[config.mk]
export PLATFORM = sky130hd
export DESIGN_NAME = rlmn_sqrt
export DESIGN_NICKNAME = d
export VERILOG_FILES = /design/src/hdl/rlmn_pkg.sv /design/src/hdl/rlmn_sqrt.sv
export SDC_FILE = /design/constraint.sdc
export NUM_CORES = 2
export LEC_CHECK = 0
export BUFFER_PORTS_ARGS = -buffer_cell sky130_fd_sc_hd__buf_2
export CAP_MARGIN = 10
export CORE_MARGIN = 3
export CORE_UTILIZATION = 35
export CTS_CLUSTER_DIAMETER = 100
export DETAILED_ROUTE_END_ITERATION = 8
export PLACE_DENSITY = 0.52
export SLEW_MARGIN = 20
export SYNTH_ARGS = -nofsm -noshare
export SYNTH_HDL_FRONTEND = slang
export SYNTH_MEMORY_MAX_BITS = 65536
export SYNTH_SLANG_ARGS = --single-unit
[constraint.sdc]
create_clock -name clk -period 3.4 [get_ports clk]
set_clock_uncertainty 0.05 [all_clocks]
set_input_delay 0.34 -clock clk [delete_from_list [all_inputs] [get_ports clk]]
set_output_delay 0.34 -clock clk [all_outputs]
set_load 0.02 [all_outputs]
[src/hdl/rlmn_pkg.sv]
package rlmn_pkg;

	localparam int CORDIC_ITERATIONS = 28;

	// cordic datapath widths: 32 fraction bits plus headroom
	localparam int CW = 36;
	localparam int ZW = 34;
	localparam int RW = 61;   // radicand, up to 2^60
	localparam int NW = 31;   // root, up to 2^30

	localparam logic signed [CW-1:0] CORDIC_START = 36'sd2608131496;
	localparam logic signed [63:0] ONE_Q30 = 64'sd1073741824;

	// register indexes
	localparam logic REG_REF_RA  = 1'b0;
	localparam logic REG_REF_DEC = 1'b1;

	typedef struct packed {
		logic [31:0]        ra;
		logic signed [31:0] dec;
	} item_t;

	typedef struct packed {
		logic signed [31:0] l_cosine;
		logic signed [31:0] m_cosine;
		logic [30:0]        n_cosine;
		logic               n_clamped;
	} result_t;

	// what rides alongside the root pipeline
	typedef struct packed {
		logic signed [31:0] l;
		logic signed [31:0] m;
		logic               clamped;
	} side_t;

	function automatic logic signed [ZW-1:0] atan_turns(input int i);
		logic signed [ZW-1:0] r;
		case (i)
			0: r = 34'sd536870912;
			1: r = 34'sd316933406;
			2: r = 34'sd167458907;
			3: r = 34'sd85004756;
			4: r = 34'sd42667331;
			5: r = 34'sd21354465;
			6: r = 34'sd10679838;
			7: r = 34'sd5340245;
			8: r = 34'sd2670163;
			9: r = 34'sd1335087;
			10: r = 34'sd667544;
			11: r = 34'sd333772;
			12: r = 34'sd166886;
			13: r = 34'sd83443;
			14: r = 34'sd41722;
			15: r = 34'sd20861;
			16: r = 34'sd10430;
			17: r = 34'sd5215;
			18: r = 34'sd2608;
			19: r = 34'sd1304;
			20: r = 34'sd652;
			21: r = 34'sd326;
			22: r = 34'sd163;
			23: r = 34'sd81;
			24: r = 34'sd41;
			25: r = 34'sd20;
			26: r = 34'sd10;
			27: r = 34'sd5;
			28: r = 34'sd3;
			29: r = 34'sd1;
			30: r = 34'sd1;
			default: r = '0;
		endcase
		return r;
	endfunction

	function automatic logic signed [31:0] clamp_q30(input logic signed [63:0] v);
		logic signed [63:0] r;
		if (v > ONE_Q30)
			r = ONE_Q30;
		else if (v < -ONE_Q30)
			r = -ONE_Q30;
		else
			r = v;
		return r[31:0];
	endfunction

	// floor((v + 2^29) / 2^30)
	function automatic logic signed [63:0] round_q30(input logic signed [63:0] v);
		return (v + 64'sd536870912) >>> 30;
	endfunction

endpackage

[src/hdl/rlmn_sqrt.sv]
module rlmn_sqrt (
	input  logic                    clk,
	input  logic                    arst_n,
	input  logic                    in_valid,
	input  logic [rlmn_pkg::RW-1:0] rad,
	input  rlmn_pkg::side_t         side_in,
	output logic                    out_valid,
	output logic [rlmn_pkg::NW-1:0] root,
	output rlmn_pkg::side_t         side_out
);

	localparam int NW = rlmn_pkg::NW;

	logic [62:0]             rem_s  [0:NW-1];
	logic [NW-1:0]           root_s [0:NW-1];
	rlmn_pkg::side_t         side_s [0:NW-1];
	logic                    v_s    [0:NW-1];

	// one root bit per stage, most significant first
	for (genvar j = 0; j < NW; j++) begin : g_bit
		localparam int K = NW - 1 - j;
		logic [62:0]     rem_p;
		logic [NW-1:0]   root_p;
		rlmn_pkg::side_t side_p;
		logic            v_p;
		logic [62:0]     trial;

		if (j == 0) begin : g_first
			assign rem_p  = {{(63-rlmn_pkg::RW){1'b0}}, rad};
			assign root_p = '0;
			assign side_p = side_in;
			assign v_p    = in_valid;
		end else begin : g_next
			assign rem_p  = rem_s[j-1];
			assign root_p = root_s[j-1];
			assign side_p = side_s[j-1];
			assign v_p    = v_s[j-1];
		end

		assign trial = ({{(63-NW){1'b0}}, root_p} << (K + 1)) + (63'd1 << (2 * K));

		always_ff @(posedge clk or negedge arst_n) begin
			if (!arst_n) begin
				v_s[j] <= 1'b0;
			end else begin
				v_s[j] <= v_p;
			end
		end

		always_ff @(posedge clk) begin
			side_s[j] <= side_p;
			if (rem_p >= trial) begin
				rem_s[j]  <= rem_p - trial;
				root_s[j] <= root_p | (NW'(1) << K);
			end else begin
				rem_s[j]  <= rem_p;
				root_s[j] <= root_p;
			end
		end
	end

	assign out_valid = v_s[NW-1];
	assign root      = root_s[NW-1];
	assign side_out  = side_s[NW-1];

endmodule

==> run summary <==
GPL Wtd Cong -> 0.895
post-route setup TNS -> -1.04 ns
Worst Tran Pin Value -> 0.846 ns
Final Net Count -> 13,600
CTS Buf Count -> 438
DR DRC count -> 0
die footprint -> 382,000 sq um
Slew Limit Fails -> 0
root buf cell -> clkbuf_16
Worst Hold Class -> reg -> reg
design area -> 167,000 sq um
worst-case clock buffer depth -> 4
register area share after synthesis -> 0.677
DP Area -> 146,000 sq um
ANT nets after route -> 0
Post-synth ARST share -> 0.00700
dpl ws -> -1.26 ns
Initial Util -> 0.352
Post-Syn Instances -> 11,100
crit path launch type -> flip-flop
YS warnings -> 0
WS Path Type -> reg -> reg
PD cells -> 813 nW/um^2
Hold Vio Cnt, Final -> 0
final setup fails -> 17
HPWL Detailed -> 224 mm
Hold Path Origin -> side_s[4][68]
1st-pass router iterations -> 7
P_leak -> 74.7 nW
violated checks -> negative setup slack
ys flop type -> dfxtp_1
post-route insts no fill -> 18,300
Die H -> 618 um
crit-path max FO -> 7
VDD IR max -> 465 uV
vias in the first global route -> 86,700
grt ovf -> 0
worst setup path start -> root_s[1][231]
# port buffers -> 225
RSZ-0062 raised after global routing -> yes
Tot GR Track Use -> 0.151
Max-Slew Margin vs Limit -> 0.430
layout cells sized above 1 -> 0.195
Max Clk Rate -> 278 MHz
Wirelength per Cell -> 16.4 um
Synth Register Bits -> 4,431
min cycle time layout -> 3.60 ns
Post-synth EDFFs -> 0
Area Growth Syn to Fin -> 27.6%
TritonCTS clock tree -> yes
Post-Syn Area -> 131,000 sq um
# rows -> 224
1st-iter DRT viols -> 3,525
I/O pin total -> 226
clk sink count -> 4,431
Setup WS post-layout -> -0.200 ns
WP data arrival -> 4.36 ns
vias per cell -> 4.56
Total Wirelength -> 299 mm
Core Area -> 373,000 sq um
CTS clk-pin slew, worst paths -> 0.06 ns
largest net degree at the start of global routing -> 54
first-pass GRT wire length -> 467 mm
status -> finished, violations left
RR Startpoint -> root_s[1][231]
DR vias -> 83,200
crit end category -> flip-flop
post-placement cell count -> 17,100
Synth cell types -> 87
antenna violations before repair -> 3
syn_area_per_cell -> 11.8 sq um
max_cap viols -> 0
fin crit share -> 1.06
H-tree depth -> 5
die span in x -> 618 um
Worst EP required -> 4.16 ns
worst skew pair latency -> 0.95 ns
==> cells by family after synthesis <==
logic type / count (synthesis) / synth area share
compound gates: 1674 / 0.0789
simple gates: 2707 / 0.107
mux: 70 / 0.00587
fa+ha+maj: 523 / 0.0499
flops: 4431 / 0.677
other cells: 1 / 0.0000286
xor+xnor: 854 / 0.0570
buf+inv: 831 / 0.0241
==> cell type report <==
type / instances / area [sq um]
Inverter: 640 / 2410
Clock buffer: 609 / 12500
Timing Repair Buffer: 1563 / 12400
Fill cell: 34000 / 205000
Tap cell: 4972 / 6220
Multi-Input combinational cell: 5830 / 42000
Antenna cell: 5 / 12.5
Clock inverter: 200 / 3010
Sequential cell: 4431 / 88900
==> cells in the mapped netlist, drive strengths merged, types with 31 or more instances <==
cell type | number | area, sq um
dfxtp | 4400 | 88100
inv | 639 | 2400
nand2 | 621 | 2330
nor2 | 546 | 2050
ha | 523 | 6540
o21ai | 492 | 2460
a21oi | 470 | 2350
xor2 | 428 | 3750
xnor2 | 426 | 3730
nor4 | 317 | 1990
nor3 | 254 | 1290
a21o | 242 | 1820
clkbuf | 164 | 616
nand3 | 155 | 776
nand4 | 146 | 913
nand2b | 115 | 719
or3 | 106 | 668
o21a | 84 | 631
or4 | 80 | 608
nor2b | 78 | 488
mux2 | 55 | 619
o21bai | 51 | 383
and3 | 48 | 300
nor4b | 48 | 420
a211oi | 47 | 353
a31oi | 47 | 294
or2 | 47 | 294
nand3b | 41 | 308
o31ai | 37 | 278
dfrtp | 31 | 776
==> state kept, by name (all words and copies together) (netlist names) <==
signal	count
rem_s	1889
out_valid	1
root_s	496
g_bit.v_p	30
side_s	2015
==> final timing paths <==
check,cells after the start,to,slack [ns]
setup / recovery,14,rem_s[24][57],-0.20
hold / removal,0,side_s[4][133],0.22
setup reg to reg,14,rem_s[24][57],-0.20
hold reg to reg,0,side_s[4][133],0.22
max in group asynchronous,4,g_bit[4].v_p,2.71
min in group asynchronous,4,g_bit[1].v_p,0.43
==> stage by stage <==
| stage | utilization | total power, mW | hold slack [ns] |
|---|---|---|---|
| finish | 0.449 | 136 | 0.222 |
| global route | 0.449 | 143 | 0.215 |
| CTS | 0.442 | 137 | 0.222 |
| detailed placement | 0.391 | 85.9 | 0.262 |
| global placement | 0.390 | 85.6 | 0.259 |
| floorplan | - | 76.4 | -0.00559 |
==> layout by cell type (no fill, tap or decap), drive strengths merged, types with 51 or more instances in the layout <==
master / count
o21ai: 492
o21a: 84
buf: 1297
ha: 523
or4: 80
a21o: 242
nand2: 621
nor3: 254
nand2b: 115
o21bai: 51
nand4: 146
a21oi: 470
xnor2: 426
or3: 106
nor2: 546
bufinv: 51
dlygate4sd3: 256
nor2b: 78
nor4: 317
xor2: 428
clkbuf: 619
inv: 656
clkinv: 118
dfxtp: 4400
mux2: 55
nand3: 155
==> power by group <==
part	internal (mW)	switching [mW]
logic	10.4	11.2
clock network	29.8	20.2
registers	59.1	5.38
==> worst max-delay path, stage by stage, from the launching register on <==
cell      delay (ns)
dfxtp_2         0.34
inv_2           0.05
ha_4            0.26
nor4bb_4        0.43
nand4_1         0.41
nor4_2          0.32
buf_4           0.20
a211oi_4        0.05
a21boi_2        0.18
a21boi_4        0.17
nor4_2          0.18
buf_4           0.18
nand2_4         0.04
or4_4           0.50
xnor2_2         0.15
==> repair_timing <==
item / 4_1_cts / 5_1_grt
gates cloned: 1 / 13
hold buffers: 257 / 0
setup endpoints to repair: 478 / 448
resized for setup: 204 / 434
hold endpoints to repair: 158 / 0
buffers inserted: 16 / 57
pin swaps: 61 / 157
==> metal layers <==
| layer | part of all wire | vias to the layer above | wire length, um | track usage |
|---|---|---|---|---|
| li1 | - | 41400 | - | - |
| met1 | 0.40 | 39400 | 120000 | 0.166 |
| met2 | 0.52 | 1554 | 154000 | 0.286 |
| met3 | 0.035 | 736 | 10300 | 0.0214 |
| met4 | 0.047 | 2 | 14100 | 0.0675 |
| met5 | 0.000027 | - | 8 | 0 |
Power figures use the tool's default switching activity.
